<file path="config.mk">
export PLATFORM = sky130hd
export DESIGN_NAME = filled_circle_span_generator_core
export DESIGN_NICKNAME = d
export VERILOG_FILES = /design/src/hw/rtl/fcsg_pkg.sv /design/src/hw/rtl/fcsg_fifo.sv /design/src/hw/rtl/fcsg_front.sv /design/src/hw/rtl/fcsg_back.sv /design/src/hw/rtl/filled_circle_span_generator_core.sv
export SDC_FILE = /design/constraint.sdc
export NUM_CORES = 1
export LEC_CHECK = 0
export BUFFER_PORTS_ARGS = -buffer_cell sky130_fd_sc_hd__buf_2
export CAP_MARGIN = 10
export CELL_PAD_IN_SITES_DETAIL_PLACEMENT = 0
export CELL_PAD_IN_SITES_GLOBAL_PLACEMENT = 1
export CORE_ASPECT_RATIO = 1.75
export CORE_MARGIN = 4
export CORE_UTILIZATION = 37
export CTS_BUF_LIST = sky130_fd_sc_hd__clkbuf_16
export CTS_CLUSTER_SIZE = 12
export DETAILED_ROUTE_END_ITERATION = 6
export PLACE_DENSITY = 0.6
export SLEW_MARGIN = 20
export SYNTH_ARGS = -nofsm -noshare
export SYNTH_HDL_FRONTEND = slang
export SYNTH_SLANG_ARGS = --single-unit
</file>
<file path="constraint.sdc">
create_clock -name i_clk -period 11.9 [get_ports i_clk]
set_input_delay 0.595 -clock i_clk [delete_from_list [all_inputs] [get_ports i_clk]]
set_output_delay 0.595 -clock i_clk [all_outputs]
set_load 0.01 [all_outputs]
</file>
<file path="src/hw/rtl/fcsg_pkg.sv">
// shared types and constants for the filled circle span generator
`default_nettype none

package fcsg_pkg;

    localparam int RAD_W   = 5;
    localparam int COORD_W = 16;
    localparam int COLOR_W = 16;
    localparam int LEN_W   = 6;
    localparam int SQ_W    = 10;
    localparam int PROD_W  = 13;

    // 181/256 stands in for 707/1000; the floor matches for every 5-bit radius
    localparam logic [7:0] IMAX_RECIP = 8'd181;
    localparam int         IMAX_SHIFT = 8;

    // one circle job as it travels from the front to the walker
    typedef struct packed {
        logic [COORD_W-1:0] cx;
        logic [COORD_W-1:0] cy;
        logic [COLOR_W-1:0] color;
        logic [RAD_W-1:0]   r;
        logic [RAD_W-1:0]   imax;
        logic [SQ_W-1:0]    rsq;
        logic [SQ_W-1:0]    sqmax;
    } t_job;

    // one span beat
    typedef struct packed {
        logic [COORD_W-1:0] x;
        logic [COORD_W-1:0] y;
        logic [LEN_W-1:0]   len;
        logic [COLOR_W-1:0] color;
        logic               last;
    } t_span;

    typedef enum logic [2:0] {
        S_IDLE,
        S_CENTER,
        S_OUT_POS,
        S_OUT_NEG,
        S_IN_POS,
        S_IN_NEG
    } t_back_state;

endpackage

`default_nettype wire

</file>
<file path="src/hw/rtl/fcsg_fifo.sv">
// small register queue used between stages
`default_nettype none

module fcsg_fifo #(
    parameter int WIDTH = 8,
    parameter int DEPTH = 2
) (
    input  wire logic             i_clk,
    input  wire logic             i_rst_n,
    input  wire logic             i_push,
    input  wire logic [WIDTH-1:0] i_wdata,
    output logic                  o_full,
    input  wire logic             i_pop,
    output logic      [WIDTH-1:0] o_rdata,
    output logic                  o_empty
);

    localparam int PW = (DEPTH > 1) ? $clog2(DEPTH) : 1;
    localparam int CW = $clog2(DEPTH + 1);

    logic [WIDTH-1:0] r_mem [DEPTH];
    logic [PW-1:0]    r_wr_ptr;
    logic [PW-1:0]    r_rd_ptr;
    logic [CW-1:0]    r_count;
    logic             wr_en;
    logic             rd_en;

    assign o_full  = (r_count == CW'(DEPTH));
    assign o_empty = (r_count == '0);
    assign wr_en   = i_push && !o_full;
    assign rd_en   = i_pop && !o_empty;
    assign o_rdata = r_mem[r_rd_ptr];

    // pointers and fill count
    always_ff @(posedge i_clk) begin
        if (!i_rst_n) begin
            r_wr_ptr <= '0;
            r_rd_ptr <= '0;
            r_count  <= '0;
        end else begin
            if (wr_en) begin
                r_wr_ptr <= (r_wr_ptr == PW'(DEPTH - 1)) ? '0 : r_wr_ptr + PW'(1);
            end
            if (rd_en) begin
                r_rd_ptr <= (r_rd_ptr == PW'(DEPTH - 1)) ? '0 : r_rd_ptr + PW'(1);
            end
            if (wr_en && !rd_en) begin
                r_count <= r_count + CW'(1);
            end else if (rd_en && !wr_en) begin
                r_count <= r_count - CW'(1);
            end
        end
    end

    // storage
    always_ff @(posedge i_clk) begin
        if (wr_en) begin
            r_mem[r_wr_ptr] <= i_wdata;
        end
    end

    a_count_bound: assert property (@(posedge i_clk) disable iff (!i_rst_n)
        r_count <= CW'(DEPTH))
        else $error("queue count beyond depth");

endmodule

`default_nettype wire

</file>
<file path="src/hw/rtl/fcsg_front.sv">
// request front: accepts circles, clamps radius, precomputes walk bounds
`default_nettype none

module fcsg_front
    import fcsg_pkg::*;
#(
    parameter int MAX_RADIUS = 31
) (
    input  wire logic               i_clk,
    input  wire logic               i_rst_n,
    input  wire logic               i_push,
    output logic                    o_full,
    input  wire logic [COORD_W-1:0] i_center_x,
    input  wire logic [COORD_W-1:0] i_center_y,
    input  wire logic [RAD_W-1:0]   i_radius,
    input  wire logic [COLOR_W-1:0] i_fill_color,
    output logic                    o_job_push,
    output t_job                    o_job,
    input  wire logic               i_job_full
);

    localparam logic [RAD_W-1:0] MAX_R = RAD_W'(MAX_RADIUS);

    logic                r_valid;
    t_job                r_job;
    t_job                n_job;
    logic [RAD_W-1:0]    rad_clamp;
    logic [PROD_W-1:0]   prod;
    logic [SQ_W-1:0]     rsq;
    logic                accept;
    logic                drain;

    // clamp and derive imax, r*r and the distance threshold
    always_comb begin
        rad_clamp   = (i_radius > MAX_R) ? MAX_R : i_radius;
        prod        = PROD_W'(rad_clamp) * PROD_W'(IMAX_RECIP);
        rsq         = SQ_W'(rad_clamp) * SQ_W'(rad_clamp);
        n_job.cx    = i_center_x;
        n_job.cy    = i_center_y;
        n_job.color = i_fill_color;
        n_job.r     = rad_clamp;
        n_job.imax  = prod[IMAX_SHIFT +: RAD_W] + RAD_W'(1);
        n_job.rsq   = rsq;
        n_job.sqmax = rsq + SQ_W'(rad_clamp >> 1);
    end

    assign drain      = r_valid && !i_job_full;
    assign o_full     = r_valid && i_job_full;
    assign accept     = i_push && !o_full;
    assign o_job_push = r_valid;
    assign o_job      = r_job;

    // classify: a zero radius is dropped here and never reaches the walker
    always_ff @(posedge i_clk) begin
        if (!i_rst_n) begin
            r_valid <= 1'b0;
        end else if (accept) begin
            r_valid <= (rad_clamp != '0);
        end else if (drain) begin
            r_valid <= 1'b0;
        end
    end

    always_ff @(posedge i_clk) begin
        if (accept) begin
            r_job <= n_job;
        end
    end

    a_no_zero_job: assert property (@(posedge i_clk) disable iff (!i_rst_n)
        r_valid |-> (r_job.r != '0 && r_job.imax != '0))
        else $error("zero radius job held in front stage");

endmodule

`default_nettype wire

</file>
<file path="src/hw/rtl/fcsg_back.sv">
// span walker: steps the circle outline and emits spans one beat at a time
`default_nettype none

module fcsg_back
    import fcsg_pkg::*;
(
    input  wire logic i_clk,
    input  wire logic i_rst_n,
    input  wire logic i_job_empty,
    input  wire t_job i_job,
    output logic      o_job_pop,
    output logic      o_span_push,
    output t_span     o_span,
    input  wire logic i_span_full
);

    t_back_state        r_state;
    t_back_state        n_state;
    t_job               r_job;
    logic [RAD_W-1:0]   r_x;
    logic [RAD_W-1:0]   r_i;
    logic [SQ_W-1:0]    r_isq;
    logic [SQ_W-1:0]    r_xsq;

    // pending span, held until the next one shows up or the circle ends
    logic               r_pend_valid;
    logic               r_pend_last;
    t_span              r_pend;

    t_span              cand;
    logic               cand_v;
    logic               take;
    logic               push;
    logic               adv;
    logic               fin;
    logic               cond;
    logic               outer;
    logic               dec_x;
    logic               step_i;
    logic [RAD_W-1:0]   im1;
    logic [SQ_W:0]      sum_sq;

    assign im1    = r_i - RAD_W'(1);
    assign sum_sq = {1'b0, r_isq} + {1'b0, r_xsq};
    assign cond   = sum_sq > {1'b0, r_job.sqmax};
    assign outer  = cond && (r_x > r_job.imax);

    // hand-off between walker, pending span and output queue
    assign push   = r_pend_valid && !i_span_full && (r_pend_last || cand_v);
    assign take   = cand_v && (!r_pend_valid || push);
    assign adv    = !cand_v || take;
    assign fin    = (r_state == S_IN_NEG) && (r_i == r_job.imax);
    assign dec_x  = adv && (r_x != '0) &&
                    (((r_state == S_OUT_POS) && !outer && cond) || (r_state == S_OUT_NEG));
    assign step_i = adv && (r_state == S_IN_NEG) && !fin;

    assign o_span_push = push;
    always_comb begin
        o_span      = r_pend;
        o_span.last = r_pend_last;
    end

    // next state
    always_comb begin
        n_state = r_state;
        case (r_state)
            S_IDLE: begin
                if (!i_job_empty) n_state = S_CENTER;
            end
            S_CENTER: begin
                if (adv) n_state = S_OUT_POS;
            end
            S_OUT_POS: begin
                if (adv) n_state = outer ? S_OUT_NEG : S_IN_POS;
            end
            S_OUT_NEG: begin
                if (adv) n_state = S_IN_POS;
            end
            S_IN_POS: begin
                if (adv) n_state = S_IN_NEG;
            end
            S_IN_NEG: begin
                if (adv) n_state = fin ? S_IDLE : S_OUT_POS;
            end
            default: n_state = S_IDLE;
        endcase
    end

    // candidate span for the current step
    always_comb begin
        o_job_pop  = 1'b0;
        cand_v     = 1'b0;
        cand.x     = r_job.cx - COORD_W'(r_x);
        cand.y     = r_job.cy;
        cand.len   = {r_x, 1'b0};
        cand.color = r_job.color;
        cand.last  = 1'b0;
        case (r_state)
            S_IDLE: begin
                o_job_pop = !i_job_empty;
            end
            S_CENTER: begin
                cand_v   = 1'b1;
                cand.x   = r_job.cx - COORD_W'(r_job.r);
                cand.len = {r_job.r, 1'b0};
            end
            S_OUT_POS: begin
                cand_v   = outer && (im1 != '0);
                cand.x   = r_job.cx - COORD_W'(im1);
                cand.y   = r_job.cy + COORD_W'(r_x);
                cand.len = {im1, 1'b0};
            end
            S_OUT_NEG: begin
                cand_v   = (im1 != '0);
                cand.x   = r_job.cx - COORD_W'(im1);
                cand.y   = r_job.cy - COORD_W'(r_x);
                cand.len = {im1, 1'b0};
            end
            S_IN_POS: begin
                cand_v = (r_x != '0);
                cand.y = r_job.cy + COORD_W'(r_i);
            end
            S_IN_NEG: begin
                cand_v = (r_x != '0);
                cand.y = r_job.cy - COORD_W'(r_i);
            end
            default: begin
                cand_v = 1'b0;
            end
        endcase
    end

    always_ff @(posedge i_clk) begin
        if (!i_rst_n) begin
            r_state <= S_IDLE;
        end else begin
            r_state <= n_state;
        end
    end

    // walk registers: x shrinks on the outline, i climbs row by row
    always_ff @(posedge i_clk) begin
        if (o_job_pop) begin
            r_job <= i_job;
            r_x   <= i_job.r;
            r_xsq <= i_job.rsq;
            r_i   <= RAD_W'(1);
            r_isq <= SQ_W'(1);
        end else begin
            if (dec_x) begin
                r_x   <= r_x - RAD_W'(1);
                r_xsq <= r_xsq - {{(SQ_W-RAD_W-1){1'b0}}, r_x, 1'b0} + SQ_W'(1);
            end
            if (step_i) begin
                r_i   <= r_i + RAD_W'(1);
                r_isq <= r_isq + {{(SQ_W-RAD_W-1){1'b0}}, r_i, 1'b0} + SQ_W'(1);
            end
        end
    end

    // pending span control
    always_ff @(posedge i_clk) begin
        if (!i_rst_n) begin
            r_pend_valid <= 1'b0;
            r_pend_last  <= 1'b0;
        end else if (take) begin
            r_pend_valid <= 1'b1;
            r_pend_last  <= fin;
        end else if (push) begin
            r_pend_valid <= 1'b0;
            r_pend_last  <= 1'b0;
        end else if (fin && adv) begin
            r_pend_last <= 1'b1;
        end
    end

    always_ff @(posedge i_clk) begin
        if (take) begin
            r_pend <= cand;
        end
    end

    a_last_needs_valid: assert property (@(posedge i_clk) disable iff (!i_rst_n)
        r_pend_last |-> r_pend_valid)
        else $error("last flag set with no pending span");

    a_final_has_span: assert property (@(posedge i_clk) disable iff (!i_rst_n)
        (fin && adv && !cand_v) |-> r_pend_valid)
        else $error("circle ended with no span to flag");

    a_nonzero_len: assert property (@(posedge i_clk) disable iff (!i_rst_n)
        take |-> (cand.len != '0))
        else $error("zero length span taken");

endmodule

`default_nettype wire

</file>
<file path="src/hw/rtl/filled_circle_span_generator_core.sv">
// filled circle span generator top level: front, job queue, walker, span queue
// Usage:
//   Requests enter through a queue-style port: a beat of center, radius and
//   color is taken when push is high and full is low. Spans leave through a
//   queue-style port: while empty is low the oldest span is on o_span_*, and
//   it is taken when pop is high. The last span of a circle has o_last_span.
//   A zero radius gives no spans at all; a radius above MAX_RADIUS is clamped.
// Flow:
//   The front registers a request and hands it to a two-entry job queue,
//   so up to three requests wait while the walker is busy with an earlier
//   circle. The walker pops a job, emits the center row, then steps rows
//   through S_OUT_POS, S_OUT_NEG when the step adds an outer pair, S_IN_POS
//   and S_IN_NEG, over imax = r*0.707+1 steps: at most 63 spans for r = 31.
//   The walk, not the span port, sets the throughput. The first span passes
//   the front register, job queue, walker pending register and span queue;
//   for a radius of one it waits in the pending register until the walk ends.
// Reset and stalls:
//   Synchronous active-low reset empties both queues and returns the walker
//   to idle. When the receiver holds pop low the span queue fills, the walker
//   stops where it is, then the job queue fills and full rises.
`default_nettype none

module filled_circle_span_generator_core
    import fcsg_pkg::*;
#(
    parameter int MAX_RADIUS = 31
) (
    input  wire logic               i_clk,
    input  wire logic               i_rst_n,
    input  wire logic               push,
    output logic                    full,
    input  wire logic [COORD_W-1:0] i_center_x,
    input  wire logic [COORD_W-1:0] i_center_y,
    input  wire logic [RAD_W-1:0]   i_radius,
    input  wire logic [COLOR_W-1:0] i_fill_color,
    output logic                    empty,
    input  wire logic               pop,
    output logic [COORD_W-1:0]      o_span_x,
    output logic [COORD_W-1:0]      o_span_y,
    output logic [LEN_W-1:0]        o_span_len,
    output logic [COLOR_W-1:0]      o_span_color,
    output logic                    o_last_span
);

    localparam int JOB_W  = $bits(t_job);
    localparam int SPAN_W = $bits(t_span);

    logic             job_push;
    t_job             job_in;
    logic             job_full;
    logic [JOB_W-1:0] job_q;
    logic             job_empty;
    logic             job_pop;
    logic             span_push;
    t_span            span_in;
    logic             span_full;
    logic [SPAN_W-1:0] span_q;
    t_span            span_out;

    fcsg_front #(
        .MAX_RADIUS (MAX_RADIUS)
    ) u_front (
        .i_clk        (i_clk),
        .i_rst_n      (i_rst_n),
        .i_push       (push),
        .o_full       (full),
        .i_center_x   (i_center_x),
        .i_center_y   (i_center_y),
        .i_radius     (i_radius),
        .i_fill_color (i_fill_color),
        .o_job_push   (job_push),
        .o_job        (job_in),
        .i_job_full   (job_full)
    );

    // job queue between front and walker
    fcsg_fifo #(
        .WIDTH (JOB_W),
        .DEPTH (2)
    ) u_job_q (
        .i_clk   (i_clk),
        .i_rst_n (i_rst_n),
        .i_push  (job_push),
        .i_wdata (job_in),
        .o_full  (job_full),
        .i_pop   (job_pop),
        .o_rdata (job_q),
        .o_empty (job_empty)
    );

    fcsg_back u_back (
        .i_clk       (i_clk),
        .i_rst_n     (i_rst_n),
        .i_job_empty (job_empty),
        .i_job       (t_job'(job_q)),
        .o_job_pop   (job_pop),
        .o_span_push (span_push),
        .o_span      (span_in),
        .i_span_full (span_full)
    );

    // span queue toward the receiver
    fcsg_fifo #(
        .WIDTH (SPAN_W),
        .DEPTH (2)
    ) u_span_q (
        .i_clk   (i_clk),
        .i_rst_n (i_rst_n),
        .i_push  (span_push),
        .i_wdata (span_in),
        .o_full  (span_full),
        .i_pop   (pop),
        .o_rdata (span_q),
        .o_empty (empty)
    );

    assign span_out     = t_span'(span_q);
    assign o_span_x     = span_out.x;
    assign o_span_y     = span_out.y;
    assign o_span_len   = span_out.len;
    assign o_span_color = span_out.color;
    assign o_last_span  = span_out.last;

endmodule

`default_nettype wire

</file>
# Word level (Yosys, flattened, before mapping)
# Memories as Yosys holds them, arrays and structs flattened. A register that Yosys moved wholly into a read port is not among the register bits.
# Index checks and enable logic that the tools add are counted.
[word_totals]
memories = 2
latch_bits = 0
rom_bits = 0
in_bits = 57
output_inout_bits = 57
word_cells = 174
reg_bits = 244
mem_bits_rw = 266
[classes]
reduce_logical = 55
n_eq_ne = 14
n_addsub = 25
order_cmp = 3
div_mod_pow = 0
n_mux = 42
n_shift = 0
n_mul = 2
n_bitwise = 0
[mem_list]
columns = ["name", "words", "word_bits", "read_ports", "rd_clocked_by_memory_dff", "write_ports", "line", "source"]
rows = [
  ["u_job_q.r_mem", 2, 78, 1, 1, 1, "fcsg_fifo.sv:21", "logic [WIDTH-1:0] r_mem [DEPTH];"],
  ["u_span_q.r_mem", 2, 55, 1, 1, 1, "fcsg_fifo.sv:21", ""],
]
[op_table]
columns = ["operator", "n"]
rows = [
  ["$sub A16 B5 Y16", 5],
  ["$pmux W16 S4", 1],
  ["$add A16 B5 Y16", 2],
  ["$pmux W16 S2", 1],
  ["$logic_and A1 B1 Y1", 23],
  ["$mux W3", 7],
  ["$add A10 B1 Y10 const B", 2],
  ["$mux W1", 20],
  ["$mux W10", 2],
  ["$pmux W3 S6", 1],
  ["$mux W5", 3],
  ["$reduce_bool A5 Y1", 3],
  ["$logic_not A1 Y1", 13],
  ["$mul A5 B8 Y13 const B", 1],
  ["$pmux W6 S2", 1],
  ["$add A10 B10 Y11", 1],
  ["$gt A11 B10 Y1", 1],
  ["$add A10 B4 Y10", 1],
  ["$add A10 B6 Y10", 1],
  ["$add A5 B1 Y5 const B", 2],
  ["$mul A5 B5 Y10", 1],
  ["$mux W2", 5],
  ["$ne A2 B1 Y1 const B", 5],
  ["$reduce_bool A2 Y1", 5],
  ["other kinds (20)", 34],
]

# Longest topological paths before layout
# Gate-level depths: netlist (run 1).
[depth]
ltp_word = 14
mapped_depth = 22
mapped_depth_nobuf = 22

# By module
# A second synthesis (run 1) with hierarchy kept.
[hier_totals]
cells_unflattened = 1471
area_unflattened_um2 = 22235.1
[by_module_without_submodules]
columns = ["module", "seq_area_each_um2", "cells_per_inst", "n_inst", "area_each_um2"]
rows = [
  ["fcsg_back", 4484.3, 754, 1, 8368.0],
  ["fcsg_fifo at u_job_q", 4784.6, 268, 1, 5941.9],
  ["fcsg_fifo at u_span_q", 3403.3, 196, 1, 4217.8],
  ["fcsg_front", 2302.2, 253, 1, 3707.3],
]

# Worst setup path after synthesis (run 1)
# OpenSTA, ideal clock, no wires.
[synth_path]
path_type = "register -> register"
start = "reg u_back.r_xsq[0]"
end = "mem u_span_q.r_mem[0][0] in the netlist's numbering, enable pin"
t_required_ps = 11434
synth_period_minus_slack_ps = 6103
path_buffers = 0
setup_slack_ps = 5797
path_stages_with_launch = 19
setup_ps = 466
t_arrival_ps = 5637
path_cell_list = "edfxtp_1 -> ha_1 -> fa_1 -> a21o_1 -> a21oi_1 -> nor2b_1 -> nor3_1 -> o21bai_1 -> a21oi_1 -> xnor2_1 -> ha_1 -> o21a_1 -> o21a_1 -> o32ai_1 -> a31oi_1 -> or3_1 -> a41oi_2 -> a21o_1 -> nor2_1"
[synth_via]
elab_chain_len = 10
[synth_rtl]
columns = ["item", "line", "source"]
rows = [
  ["start, declared", "fcsg_back.sv:23", "logic [SQ_W-1:0] r_xsq;"],
  ["start signal, assigned", "fcsg_back.sv:146", "r_xsq <= i_job.rsq;"],
  ["start signal, assigned", "fcsg_back.sv:152", "r_xsq <= r_xsq - {{(SQ_W-RAD_W-1){1'b0}}, r_x, 1'b0} + SQ_W'(1);"],
  ["$add A10 B10 Y11", "fcsg_back.sv:44", "assign sum_sq = {1'b0, r_isq} + {1'b0, r_xsq};"],
  ["$gt A11 B10 Y1", "fcsg_back.sv:45", "assign cond = sum_sq > {1'b0, r_job.sqmax};"],
  ["$logic_and A1 B1 Y1", "fcsg_back.sv:46", "assign outer = cond && (r_x > r_job.imax);"],
  ["$logic_and A1 B1 Y1", "fcsg_back.sv:108", "cand_v = outer && (im1 != '0);"],
  ["$pmux W1 S4", "fcsg_back.sv:98", "case (r_state)"],
  ["$logic_or A1 B1 Y1", "fcsg_back.sv:49", "assign push = r_pend_valid && !i_span_full && (r_pend_last || cand_v);"],
  ["$logic_and A1 B1 Y1", "fcsg_back.sv:49", ""],
  ["$logic_and A1 B1 Y1", "fcsg_fifo.sv:30", "assign wr_en = i_push && !o_full;"],
  ["$mux W1", "fcsg_fifo.sv:57", "if (wr_en) begin"],
  ["$mux W1 (not written as such)", "fcsg_fifo.sv:58", "r_mem[r_wr_ptr] <= i_wdata;"],
  ["end, declared", "fcsg_fifo.sv:21", ""],
]
# Every way passes these cells.

# Worst setup path in the final report (run 1)
[layout_path]
start = "reg u_back.r_xsq[0]"
end = "reg u_span_q.r_count[1]"
[layout_via]
elab_chain_len = 11
elab_cells_between_ends = 13
cone_classes = "1 x add/sub; 1 x order compare; 2 x mux; 9 x reduce/logical"
[layout_rtl]
columns = ["item", "line", "source"]
rows = [
  ["$add A10 B10 Y11 *", "fcsg_back.sv:44", ""],
  ["$gt A11 B10 Y1 *", "fcsg_back.sv:45", ""],
  ["$logic_and A1 B1 Y1 *", "fcsg_back.sv:46", ""],
  ["$logic_and A1 B1 Y1 *", "fcsg_back.sv:108", ""],
  ["$pmux W1 S4 *", "fcsg_back.sv:98", ""],
  ["$logic_or A1 B1 Y1 *", "fcsg_back.sv:49", ""],
  ["$logic_and A1 B1 Y1 *", "fcsg_back.sv:49", ""],
  ["$logic_and A1 B1 Y1 *", "fcsg_fifo.sv:30", ""],
  ["named net u_span_q.wr_en", "fcsg_fifo.sv:25", "logic wr_en;"],
  ["$logic_not A1 Y1", "fcsg_fifo.sv:49", "end else if (rd_en && !wr_en) begin"],
  ["$logic_and A1 B1 Y1", "fcsg_fifo.sv:49", ""],
  ["$reduce_bool A2 Y1 (no line)", "n/a", ""],
  ["end signal, assigned", "fcsg_fifo.sv:48", "r_count <= r_count + CW'(1);"],
  ["end signal, assigned", "fcsg_fifo.sv:50", "r_count <= r_count - CW'(1);"],
  ["end, declared", "fcsg_fifo.sv:24", "logic [CW-1:0] r_count;"],
]
# Mark *: on every way through the listed nets, which the timed path passes. The rest lies on a longest branch.
# A chain may end at the register's enable or synchronous reset.

==> impl_summary.log, run 1 <==
[metrics] global routing usage summed across all routing layers: 13.4%
[metrics] internal cell power: approximately 0.0042 W
[metrics] share of flip-flops with an asynchronous set or reset: 0%
[metrics] switching component of the power: 0.00201 W
[metrics] Congestion Overflow GR: 0
[metrics] leading post-synthesis cells by cell area: sky130_fd_sc_hd__edfxtp_1 65%, sky130_fd_sc_hd__mux2_2 6.5%, sky130_fd_sc_hd__ha_1 6.3%
[metrics] crit path launch type: flop
[metrics] worst relative slew slack: approximately 29%
[metrics] switching share of total power: between 30% and 40%
[metrics] post-CTS setup-driven buffer insertion count: 0
[metrics] area of the mapped netlist: roughly 0.022 mm2
[metrics] FF+latch count, synth: roughly 500
[metrics] layout overhead on the synthesized area: 13.3%
[metrics] Net Count, Synth: 1617
[metrics] CP max FO: 5
[metrics] total number of nets in the final design: 1747
[metrics] final max-slew violation count: 0
[metrics] combinational group share of total power: around 33%
[metrics] final worst clock skew: 19.5 ps
[metrics] clock slew seen by the registers of the worst setup and hold paths: about 60 ps
[metrics] Via density: ~4.8
[metrics] number of global-route vias before repair: about 12000
[metrics] Final setup viols: 0
[metrics] Row Count: 117
[metrics] Die X-Extent: about 190 um
[metrics] R2R Path Start: u_back.r_xsq[0]$_DFFE_PP_
[metrics] Final GP Congestion: about 0.85
[metrics] first-pass GRT wire length: around 66 mm
[metrics] met1 usage in global routing: about 15%
[metrics] launch point of the worst path: u_back.r_xsq[0]$_DFFE_PP_
[metrics] CP endpoint kind: flop
[metrics] type of the worst setup path: flop to flop
[metrics] overall via count from detail_route: approximately 11000
[metrics] top cell type's share of synthesized area: roughly 65%
[metrics] TritonCTS clock tree: yes
[metrics] pwr dens: 250 mW/mm2
[metrics] Detail Placement HPWL: 29.1 mm
[metrics] path type of the worst min-delay path: primary input to flop
[metrics] CP delay by family, top: compound AO/OA/AOI/OAI gates
[metrics] series of cell instances along the critical path: ha_1, fa_1, a21o_1, a21oi_1, nor2b_1, nor3_1, o21bai_1, a21oi_1, xnor2_1, ha_1, a21o_1, a211oi_1, a31oi_1, or3_1, a41oi_2, a21o_1, inv_1, ha_1, or3_1, a21oi_1
[metrics] final period utilization: 44.2%
[metrics] die area: between 0.06 and 0.07 mm2
[metrics] GRT met3 Usage: under 10%
[metrics] layer with the highest usage: met2
[metrics] synthesized netlist cell count: roughly 1400
[metrics] Crit path arrival time: ~5800 ps
[metrics] count of flip-flops with a built-in enable after synthesis: approximately 470
[metrics] yosys warns: 0
[metrics] htree depth: 2
[metrics] Synth top cells by count: 472 x sky130_fd_sc_hd__edfxtp_1, 126 x sky130_fd_sc_hd__mux2_2, 110 x sky130_fd_sc_hd__ha_1
[metrics] setup repair after global routing missed its margin: no
[metrics] Tot Pwr: roughly 0.0062 W
[metrics] status: finished clean
[metrics] DP Cell Count: between 2000 and 2500
[metrics] Placeable Area: just under 0.06 mm2
[metrics] leakage power: around 9 nW
[metrics] hold buffer count at cts: 0
[metrics] mean cell area of the mapped netlist: ~15 um2
[metrics] met2 layer usage reported by global route: about a quarter
[metrics] Total Neg Setup Slack: 0 ps
[metrics] Starting Density: roughly 37%
[metrics] Max Freq: approximately 0.19 GHz
[metrics] TritonCTS Buffers: 48
[metrics] actual transition at the worst max-transition pin: roughly 1100 ps
[metrics] Die Ht: 329 um
[metrics] antenna violations before repair: 3
[metrics] Hold Startpoint: i_center_x[7]
[metrics] drt wl/cell: approximately 18 um
[metrics] number of gates resized after CTS: 0
[metrics] Worst VDD drop: about 0.11 mV
[metrics] most frequent cell after synthesis: sky130_fd_sc_hd__edfxtp_1
[metrics] CP required: around 12000 ps
[metrics] slowest CP cell: sky130_fd_sc_hd__or3_1
[metrics] share of power burned in registers: about 45%
[metrics] proportion of layout cells with a drive suffix above 1: a little over a fifth
[metrics] final critical-path required period: ~5300 ps
[metrics] max-cap viol count: 0
[metrics] sequential fraction of the synthesis area: 68.0%
[metrics] number of buffers inserted by port buffering: 112
[metrics] detailed-route DRC error count: 0
[metrics] flip-flop cell with the highest count after synthesis: sky130_fd_sc_hd__edfxtp_1
[metrics] Yosys top cell by area: sky130_fd_sc_hd__edfxtp_1
[metrics] clock share of power: 21.9%
[metrics] largest net degree at the start of global routing: a little under 80
[metrics] iteration-0 DRC count of the detailed router: between 400 and 500
[metrics] iteration count of the initial detailed-routing pass: 4
[metrics] number of sinks handled by clock tree synthesis: about 500
[metrics] clock root buffer: sky130_fd_sc_hd__clkbuf_16
[metrics] final hold violations: 0
[metrics] CTS Buffer Depth: 3
[metrics] remaining antenna violation count after routing: 0
[metrics] critical path buffer and inverter count: 1
[metrics] I/O pin count: between 100 and 150
[metrics] wirelength, routed: 42.2 mm
[metrics] number of non-filler instances in the completed layout: roughly 2400
[metrics] insertion delay to the later sink of the worst-skew pair: around 580 ps
[metrics] Max stage delay on crit path: 490 ps
[metrics] count of unique library cells instantiated by Yosys: between 60 and 70
state kept, by name (all words and copies together), names as in the netlist, 2 cells and up, named ones only:
| signal | flops |
|---|---|
| u_job_q.r_mem | 152 |
| u_span_q.r_mem | 108 |
| u_front.o_job | 76 |
| u_back.o_span | 53 |
| u_back.r_job | 52 |
| u_back.cand | 16 |
| u_back.r_isq | 10 |
| u_back.r_xsq | 10 |
| u_back.r_i | 5 |
| u_back.r_x | 5 |
| u_back.r_state | 3 |
| u_job_q.r_count | 2 |
| u_span_q.r_count | 2 |
layout make-up:
cell class / instances / area [um2]
fill: 5384 / 33600
clock inverter: 30 / 155
inverter: 83 / 313
multi-input combinational: 809 / 6520
timing repair buffer: 124 / 654
sequential: 503 / 14800
tap: 773 / 967
antenna: 1 / 2.50
clock buffer: 49 / 1230
path summary, 6_finish.rpt:
kind / to / slack [ps] / cells past startpoint
min: u_front.o_job[69]$_DFFE_PP_ / 190 / 1
max: u_span_q.r_count[1]$_SDFFE_PN0P_ / 6640 / 20
max reg2reg: u_span_q.r_count[1]$_SDFFE_PN0P_ / 6640 / 20
min reg2reg: u_back.o_span[11]$_DFFE_PP_ / 420 / 0
cells in the final DEF, fill, tap and decap left out, types with 4 or more instances in the layout:
cell | netlist | layout
sky130_fd_sc_hd__o21ai_0 | 38 | 37
sky130_fd_sc_hd__xnor2_1 | 45 | 45
sky130_fd_sc_hd__nor2_1 | 82 | 78
sky130_fd_sc_hd__a211oi_1 | 6 | 6
sky130_fd_sc_hd__o21bai_1 | 8 | 8
sky130_fd_sc_hd__a21o_1 | 18 | 18
sky130_fd_sc_hd__edfxtp_1 | 472 | 472
sky130_fd_sc_hd__clkbuf_16 | 0 | 49
sky130_fd_sc_hd__buf_4 | 2 | 11
sky130_fd_sc_hd__or2_2 | 5 | 5
sky130_fd_sc_hd__inv_1 | 82 | 106
sky130_fd_sc_hd__a31oi_1 | 6 | 6
sky130_fd_sc_hd__nor2b_1 | 16 | 16
sky130_fd_sc_hd__nand4_1 | 6 | 6
sky130_fd_sc_hd__o211ai_1 | 8 | 8
sky130_fd_sc_hd__clkinv_2 | 0 | 4
sky130_fd_sc_hd__and2_1 | 8 | 7
sky130_fd_sc_hd__mux2_2 | 126 | 126
sky130_fd_sc_hd__mux2i_1 | 17 | 17
sky130_fd_sc_hd__nor3_1 | 25 | 25
sky130_fd_sc_hd__nand3_1 | 27 | 27
sky130_fd_sc_hd__a21oi_1 | 71 | 71
sky130_fd_sc_hd__ha_1 | 110 | 110
sky130_fd_sc_hd__nand2b_1 | 8 | 8
sky130_fd_sc_hd__o22ai_1 | 8 | 8
sky130_fd_sc_hd__o31ai_1 | 7 | 6
sky130_fd_sc_hd__dfxtp_1 | 31 | 29
sky130_fd_sc_hd__o21a_1 | 13 | 13
sky130_fd_sc_hd__xor2_1 | 33 | 32
sky130_fd_sc_hd__and3_1 | 6 | 5
sky130_fd_sc_hd__fa_1 | 11 | 11
sky130_fd_sc_hd__or3_1 | 8 | 8
sky130_fd_sc_hd__nand2_1 | 48 | 48
sky130_fd_sc_hd__buf_2 | 1 | 112
sky130_fd_sc_hd__nor2_4 | 0 | 4
logic make-up after synthesis:
logic type      after synthesis  share of synthesized area, %
flops                       503                          68.0
simple gates                250                          5.49
compound gates              215                          6.36
mux                         143                          7.31
buf+inv                     127                          2.26
fa+ha+maj                   122                          7.39
xor+xnor                     78                          3.14
other cells                   1                        0.0172
metal layers:
| metal | vias up | part of all wire (%) |
|---|---|---|
| met5 | - | 0.066 |
| met4 | 4 | 3.1 |
| met3 | 77 | 3.3 |
| met2 | 167 | 55 |
| met1 | 5541 | 39 |
| li1 | 5617 | - |
worst reg2reg max path, stage by stage, from the launching register on:
cell and delay (ps):
sky130_fd_sc_hd__edfxtp_1 420, sky130_fd_sc_hd__ha_1 250, sky130_fd_sc_hd__fa_1 410, sky130_fd_sc_hd__a21o_1 170, sky130_fd_sc_hd__a21oi_1 210, sky130_fd_sc_hd__nor2b_1 110
sky130_fd_sc_hd__nor3_1 200, sky130_fd_sc_hd__o21bai_1 100, sky130_fd_sc_hd__a21oi_1 170, sky130_fd_sc_hd__xnor2_1 150, sky130_fd_sc_hd__ha_1 290, sky130_fd_sc_hd__a21o_1 190
sky130_fd_sc_hd__a211oi_1 220, sky130_fd_sc_hd__a31oi_1 180, sky130_fd_sc_hd__or3_1 490, sky130_fd_sc_hd__a41oi_2 410, sky130_fd_sc_hd__a21o_1 300, sky130_fd_sc_hd__inv_1 70
sky130_fd_sc_hd__ha_1 320, sky130_fd_sc_hd__or3_1 380, sky130_fd_sc_hd__a21oi_1 140
per-stage QoR:
stage	area (um2)	hold slack, ps	utilization (%)	setup slack (ps)
2_1_floorplan	21700	400	-	5800
3_3_place_gp	23300	403	39.9	6700
3_5_place_dp	23300	407	39.9	6640
4_1_cts	24600	139	42.3	6640
5_1_grt	24600	152	42.3	6290
6_report	24600	186	42.3	6640
power groups by stage:
stage	clock network [W]	logic [W]	registers, W
6_report	0.00135	0.00204	0.00277
5_1_grt	0.00148	0.00231	0.00282
4_1_cts	0.00141	0.00209	0.00278
3_5_place_dp	0	0.00208	0.00282
3_3_place_gp	0	0.00206	0.00280
2_1_floorplan	0	0.00157	0.00271
No activity file was read; power rests on OpenSTA's default activity.
==> inputs of run 2 (changes only) <==
--- a/config.mk
+++ b/config.mk
@@ -15,7 +15,7 @@
 export CTS_BUF_LIST = sky130_fd_sc_hd__clkbuf_16
 export CTS_CLUSTER_SIZE = 12
 export DETAILED_ROUTE_END_ITERATION = 6
-export PLACE_DENSITY = 0.6
+export PLACE_DENSITY = 0.62
 export SLEW_MARGIN = 20
 export SYNTH_ARGS = -nofsm -noshare
 export SYNTH_HDL_FRONTEND = slang
==> constraint.sdc (replaced) <==
create_clock -name i_clk -period 4.7 [get_ports i_clk]
set_input_delay 0.235 -clock i_clk [delete_from_list [all_inputs] [get_ports i_clk]]
set_output_delay 0.235 -clock i_clk [all_outputs]
set_load 0.01 [all_outputs]
==> run 2 against run 1 <==
Sequential power grew to 2.5 times the previous value; cell area up 4.0%; via count grew 2.3%; non-clock buffer count rose by 91; cell count rose by 3.8%; sequential share of layout area decreased by 2.3 points; power rose to 2.6 times the previous value; register-to-register slack got worse by 6400 ps; combinational power grew to 2.7 times the previous value; critical path depth grew 1; routed wire length is 0.32% higher; first-iteration DRC count up 19%; highest routed layer unchanged.
==> impl_summary.log, run 2 (synthesis gave the netlist of run 1 again) <==
[metrics] largest net degree at the start of global routing: 57
[metrics] sequential cell area in the final layout: roughly 0.015 mm2
[metrics] count of cells along the worst register-to-register path: 21
[metrics] Starting Density: between 30% and 40%
[metrics] most common cell after layout, fill and taps aside: sky130_fd_sc_hd__edfxtp_1
[metrics] DP Cell Count: about 2300
[metrics] clock root buffer: sky130_fd_sc_hd__clkbuf_16
[metrics] Tot Pwr: about 0.016 W
[metrics] R2R Path Start: u_back.r_xsq[1]$_SDFFCE_PP0P_
[metrics] setup repair after global routing missed its margin: yes
[metrics] Via density: 4.74
[metrics] final max-slew violation count: 0
[metrics] clock slew seen by the registers of the worst setup and hold paths: approximately 60 ps
[metrics] final hold violations: 0
[metrics] htree depth: 2
[metrics] Hold Startpoint: push
[metrics] insertion delay to the later sink of the worst-skew pair: 590 ps
[metrics] Crit path arrival time: 4990 ps
[metrics] first-pass GRT wire length: 67.2 mm
[metrics] final critical-path required period: approximately 4500 ps
[metrics] CTS Buffer Depth: 3
[metrics] Die X-Extent: 191 um
[metrics] total number of nets in the final design: 1839
[metrics] Die Ht: about 330 um
[metrics] Final setup viols: 0
[metrics] largest reg by FF count: u_job_q.r_mem
[metrics] commonest cells after routing, fill and taps aside: 472 x sky130_fd_sc_hd__edfxtp_1, 126 x sky130_fd_sc_hd__mux2_2, 112 x sky130_fd_sc_hd__buf_2
[metrics] number of buffers inserted by port buffering: approximately 110
[metrics] iteration count of the initial detailed-routing pass: 4
[metrics] detailed-route DRC error count: 0
[metrics] remaining antenna violation count after routing: 0
[metrics] setup slack after placement: -122 ps
[metrics] reg-to-reg critical path endpoint: u_span_q.r_count[1]$_SDFFE_PN0P_
[metrics] number of global-route vias before repair: 12490
[metrics] worst relative slew slack: about half
[metrics] worst reg-to-reg setup slack: 230 ps
[metrics] Detail Placement HPWL: 29.6 mm
[metrics] wirelength, routed: approximately 42 mm
[metrics] layout overhead on the synthesized area: 17.8%
[metrics] type of the worst setup path: flop to flop
[metrics] worst-case setup margin in the final layout: about 230 ps
[metrics] pwr dens: 627 mW/mm2
[metrics] CP max FO: 3
[metrics] flip-flop count of the largest register, all copies and words added: 152
[metrics] I/O pin count: between 100 and 150
[metrics] final worst clock skew: 32.8 ps
[metrics] number of sinks handled by clock tree synthesis: roughly 500
[metrics] TritonCTS Buffers: between 40 and 50
[metrics] launch point of the worst path: u_back.r_xsq[1]$_SDFFCE_PP0P_
[metrics] n_diodes: 0
[metrics] CP required: 5210 ps
[metrics] CP endpoint kind: flop
[metrics] Max Freq: between 0.2 and 0.25 GHz
[metrics] Placeable Area: 0.0583 mm2
[metrics] TritonCTS clock tree: yes
[metrics] path type of the worst min-delay path: primary input to flop
[metrics] Min Hold Slack: between 30 and 40 ps
[metrics] final period utilization: 95.2%
[metrics] status: finished clean
[metrics] Filler Cell Count: 5366
[metrics] Congestion Overflow GR: 0
[metrics] leakage power: ~9.5 nW
[metrics] Row Count: about 120
[metrics] proportion of layout cells with a drive suffix above 1: 23.0%
[metrics] Critical Path End: u_span_q.r_count[1]$_SDFFE_PN0P_
[metrics] actual transition at the worst max-transition pin: 769 ps
[metrics] area used by multi-input combinational logic: around 0.0066 mm2
[metrics] antenna violations before repair: 1
[metrics] max-cap viol count: 0
[metrics] Final GP Congestion: around 0.83
[metrics] global routing usage summed across all routing layers: a little over an eighth
[metrics] crit path launch type: flop
[metrics] drt wl/cell: about 17 um
[metrics] Worst VDD drop: 0.300 mV
[metrics] number of non-filler instances in the completed layout: 2462
[metrics] die area: between 0.06 and 0.07 mm2
[metrics] iteration-0 DRC count of the detailed router: between 500 and 600
[metrics] overall via count from detail_route: ~12000
[run 2: power breakdown]
part / internal [W] / switching [W]
Sequential: 0.00643 / 0.000590
Clock: 0.00188 / 0.00159
Combinational: 0.00249 / 0.00307
Total: 0.0108 / 0.00525
[run 2: critical path, cell delays in order (launching register included)]
cell and delay (ps):
sky130_fd_sc_hd__edfxtp_1 450, sky130_fd_sc_hd__ha_1 320, sky130_fd_sc_hd__a21o_1 190, sky130_fd_sc_hd__a21oi_2 160, sky130_fd_sc_hd__o21bai_1 90, sky130_fd_sc_hd__a21oi_2 170
sky130_fd_sc_hd__o21bai_1 100, sky130_fd_sc_hd__a21oi_2 190, sky130_fd_sc_hd__mux2i_1 190, sky130_fd_sc_hd__nand3_1 90, sky130_fd_sc_hd__ha_1 350, sky130_fd_sc_hd__nand2_1 120
sky130_fd_sc_hd__o32ai_4 300, sky130_fd_sc_hd__a31oi_4 90, sky130_fd_sc_hd__or3_4 360, sky130_fd_sc_hd__a41oi_2 180, sky130_fd_sc_hd__a21o_1 160, sky130_fd_sc_hd__inv_1 50
sky130_fd_sc_hd__ha_1 180, sky130_fd_sc_hd__xor2_1 150, sky130_fd_sc_hd__or3_4 390, sky130_fd_sc_hd__a21oi_2 120
[run 2: area by class of cell]
type                    instances  area share (%)
well taps                     773            3.77
clock buffers                  49            4.79
repair buffers                215            6.04
multi-input cells             809            25.8
flip-flops and latches        503            57.8
clock inverters                30           0.650
inverters                      83            1.22
[run 2: what timing repair did]
| action | in CTS | in global routing |
|---|---|---|
| pin swaps | 1 | 14 |
| endpoints found under the hold margin | 52 | 0 |
| hold buffers | 50 | 0 |
| setup buffers | 1 | 1 |
| endpoints found under the setup margin | 2 | 40 |
| resized for setup | 4 | 12 |
[run 2: worst min-delay path by stage]
| stage | end | slack [ps] | cells after the start |
|---|---|---|---|
| finish | u_front.o_job_push$_SDFFE_PN0P_ | 40 | 3 |
| global route | u_front.o_job_push$_SDFFE_PN0P_ | 30 | 3 |
| CTS | u_front.o_job_push$_SDFFE_PN0P_ | 20 | 3 |
| detailed placement | u_back.o_span[10]$_DFFE_PP_ | 400 | 0 |
| global placement | u_back.o_span[14]$_DFFE_PP_ | 400 | 0 |
| floorplan | u_front.o_job[30]$_DFFE_PP_ | 330 | 0 |
[run 2: per-stage QoR]
step           setup TNS (ps)  util, %  instance area, um2
3_3_place_gp             -140     40.6               23600
5_1_grt                 -26.7     44.0               25600
2_1_floorplan          -72510        -               21800
3_5_place_dp             -122     40.6               23600
6_report                    0     44.0               25600
4_1_cts                     0     43.9               25600
[run 2: metal layers]
| metal | up-vias | wire length, um | global-route usage (%) | part of all wire [%] |
|---|---|---|---|---|
| met4 | 2 | 1410 | 5.03 | 3.3 |
| met1 | 5638 | 16500 | 15.2 | 39 |
| met5 | - | 13 | 0 | 0.031 |
| met3 | 64 | 1220 | 1.90 | 2.9 |
| li1 | 5798 | - | - | - |
| met2 | 167 | 23200 | 25.6 | 55 |
==> inputs of run 3 (changes only) <==
--- a/config.mk
+++ b/config.mk
@@ -15,7 +15,7 @@
 export CTS_BUF_LIST = sky130_fd_sc_hd__clkbuf_16
 export CTS_CLUSTER_SIZE = 12
 export DETAILED_ROUTE_END_ITERATION = 6
-export PLACE_DENSITY = 0.62
+export PLACE_DENSITY_LB_ADDON = 0.1
 export SLEW_MARGIN = 20
 export SYNTH_ARGS = -nofsm -noshare
 export SYNTH_HDL_FRONTEND = slang
==> run 3 against run 2 <==
Clock power barely moved; non-clock buffer count fell by 1; clock-buffer cell count rose by 1; critical endpoint unchanged; global-route usage rose by 0.60 points; register-to-register slack barely moved; cell area fell by 0.13%; worst setup slack got worse by 3.0 ps; worst hold slack improved by 26 ps; core utilization fell by 0.058 points; sequential share of layout area rose by 0.081 points.
==> impl_summary.log, run 3 (synthesis gave the netlist of run 1 again) <==
[metrics] clock root buffer: sky130_fd_sc_hd__clkbuf_16
[metrics] final period utilization: a little over nine tenths
[metrics] Filler Cell Count: between 5000 and 6000
[metrics] insertion delay to the later sink of the worst-skew pair: 580 ps
[metrics] pwr dens: about 630 mW/mm2
[metrics] CP endpoint kind: flop
[metrics] antenna violations before repair: 0
[metrics] number of global-route vias before repair: roughly 13000
[metrics] number of sinks handled by clock tree synthesis: approximately 500
[metrics] iteration-0 DRC count of the detailed router: about 450
[metrics] Placeable Area: a little under 0.06 mm2
[metrics] series of cell instances along the critical path: buf_4, fa_2, a21o_1, a21oi_2, nor2b_1, nor3_2, o21bai_1, a21oi_2, xnor2_1, ha_1, a21o_1, a211oi_2, a31oi_2, or3_4, a41oi_2, a21o_1, inv_1, ha_1, or3_1, a21oi_1
[metrics] Via density: 4.83
[metrics] final hold violations: 0
[metrics] final max-slew violation count: 0
[metrics] final critical-path required period: ~4500 ps
[metrics] Tot Pwr: 0.0161 W
[metrics] status: finished clean
[metrics] largest reg by FF count: u_job_q.r_mem
[metrics] die area: between 0.06 and 0.07 mm2
[metrics] n_diodes: 0
[metrics] critical path buffer and inverter count: 2
[metrics] max-cap viol count: 0
[metrics] Final GP Congestion: 0.826
[metrics] Worst VDD drop: approximately 0.29 mV
[metrics] CP max FO: 3
[metrics] Final setup viols: 0
[metrics] drt wl/cell: about 18 um
[metrics] global routing usage summed across all routing layers: 14.1%
[metrics] crit path launch type: flop
[metrics] Die Ht: between 300 and 400 um
[metrics] iteration count of the initial detailed-routing pass: 4
[metrics] type of the worst setup path: flop to flop
[metrics] actual transition at the worst max-transition pin: about 840 ps
[metrics] TritonCTS clock tree: yes
[metrics] largest net degree at the start of global routing: 57
[metrics] TritonCTS Buffers: 49
[metrics] htree depth: 2
[metrics] Max Freq: 0.223 GHz
[metrics] remaining antenna violation count after routing: 0
[metrics] Row Count: between 100 and 150
[metrics] first-pass GRT wire length: between 60 and 70 mm
[metrics] Detail Placement HPWL: 30.7 mm
[metrics] overall via count from detail_route: about 12000
[metrics] layout overhead on the synthesized area: 17.7%
[metrics] CTS Buffer Depth: 3
[metrics] most repeated library cell on the critical path: sky130_fd_sc_hd__a21o_1
[metrics] clock slew seen by the registers of the worst setup and hold paths: roughly 70 ps
[metrics] CP delay by family, top: compound AO/OA/AOI/OAI gates
[metrics] leakage power: around 9.5 nW
[metrics] total number of nets in the final design: roughly 1800
[metrics] commonest cells after routing, fill and taps aside: 472 x sky130_fd_sc_hd__edfxtp_1, 126 x sky130_fd_sc_hd__mux2_2, 112 x sky130_fd_sc_hd__buf_2
[metrics] most common cell after layout, fill and taps aside: sky130_fd_sc_hd__edfxtp_1
[metrics] Congestion Overflow GR: 0
[metrics] worst relative slew slack: 44.1%
[metrics] Crit path arrival time: between 4000 and 5000 ps
[metrics] slowest CP cell: sky130_fd_sc_hd__edfxtp_1
[metrics] wirelength, routed: 44.8 mm
[metrics] Max stage delay on crit path: between 400 and 500 ps
[metrics] detailed-route DRC error count: 0
[metrics] flip-flop count of the largest register, all copies and words added: between 150 and 200
[metrics] CP required: around 5200 ps
[metrics] Die X-Extent: approximately 190 um
[metrics] final worst clock skew: around 27 ps
[metrics] Starting Density: 37.3%
[metrics] number of buffers inserted by port buffering: ~110
[metrics] I/O pin count: between 100 and 150
[metrics] proportion of layout cells with a drive suffix above 1: 23.1%
[metrics] Total Neg Setup Slack: 0 ps
[metrics] path type of the worst min-delay path: primary input to flop
-- run 3: cell count changes in the layout (fill, tap and decap cells not counted), sizes merged --
cell and delta:
buf -1, clkinv -1, clkbuf +1, inv -2
-- run 3: path summary, 6_finish.rpt --
path                                           end  cells past startpoint  slack [ps]                     startpoint
setup reg to reg  u_span_q.r_count[1]$_SDFFE_PN0P_                     20         220  u_back.r_xsq[1]$_SDFFCE_PP0P_
setup / recovery  u_span_q.r_count[1]$_SDFFE_PN0P_                     20         220  u_back.r_xsq[1]$_SDFFCE_PP0P_
hold reg to reg         u_back.o_span[9]$_DFFE_PP_                      0         420       u_back.cand[9]$_DFFE_PP_
hold / removal         u_front.o_job[27]$_DFFE_PP_                      2          70                    i_radius[2]
-- run 3: power breakdown --
part | total (W) | switching (W) | internal, W
logic | 0.00562 | 0.00313 | 0.00249
clock network | 0.00348 | 0.00158 | 0.00191
registers | 0.00698 | 0.000558 | 0.00643
total | 0.0161 | 0.00526 | 0.0108
-- run 3: cell type report --
cell class / instances / area [um2] / share of cell area, %
tap: 773 / 967 / 3.78
timing repair buffer: 214 / 1530 / 5.97
clock buffer: 50 / 1250 / 4.89
sequential: 503 / 14800 / 57.8
inverter: 83 / 313 / 1.22
multi-input combinational: 809 / 6590 / 25.7
clock inverter: 27 / 141 / 0.553
-- run 3: layer usage --
| layer | global-route usage (%) | wire (um) |
|---|---|---|
| met1 | 15.1 | 16700 |
| met2 | 27.6 | 25000 |
| met3 | 1.86 | 1460 |
| met4 | 5.67 | 1660 |
| met5 | 0 | 0 |
-- run 3: per-stage QoR --
| step | std cells | worst slack, ps | util, % | cell area [um2] | hold slack, ps |
|---|---|---|---|---|---|
| after floorplan | 1439 | -524 | - | 21800 | 334 |
| after detailed placement | 2328 | -97.6 | 40.5 | 23600 | 405 |
| after global routing | 2459 | -34.9 | 43.9 | 25600 | 66.9 |
| final | 2459 | 225 | 43.9 | 25600 | 65.7 |
| after global placement | 2328 | -38.7 | 40.5 | 23600 | 401 |
| after CTS | 2455 | 13.7 | 43.8 | 25500 | 35.3 |
-- run 3: repair_timing --
action                                  CTS  global route
resized for setup                         5             9
endpoints found under the hold margin    51             0
pin swaps                                 1             9
endpoints found under the setup margin    1           128
hold buffers                             50             0
buffers inserted                          0             4
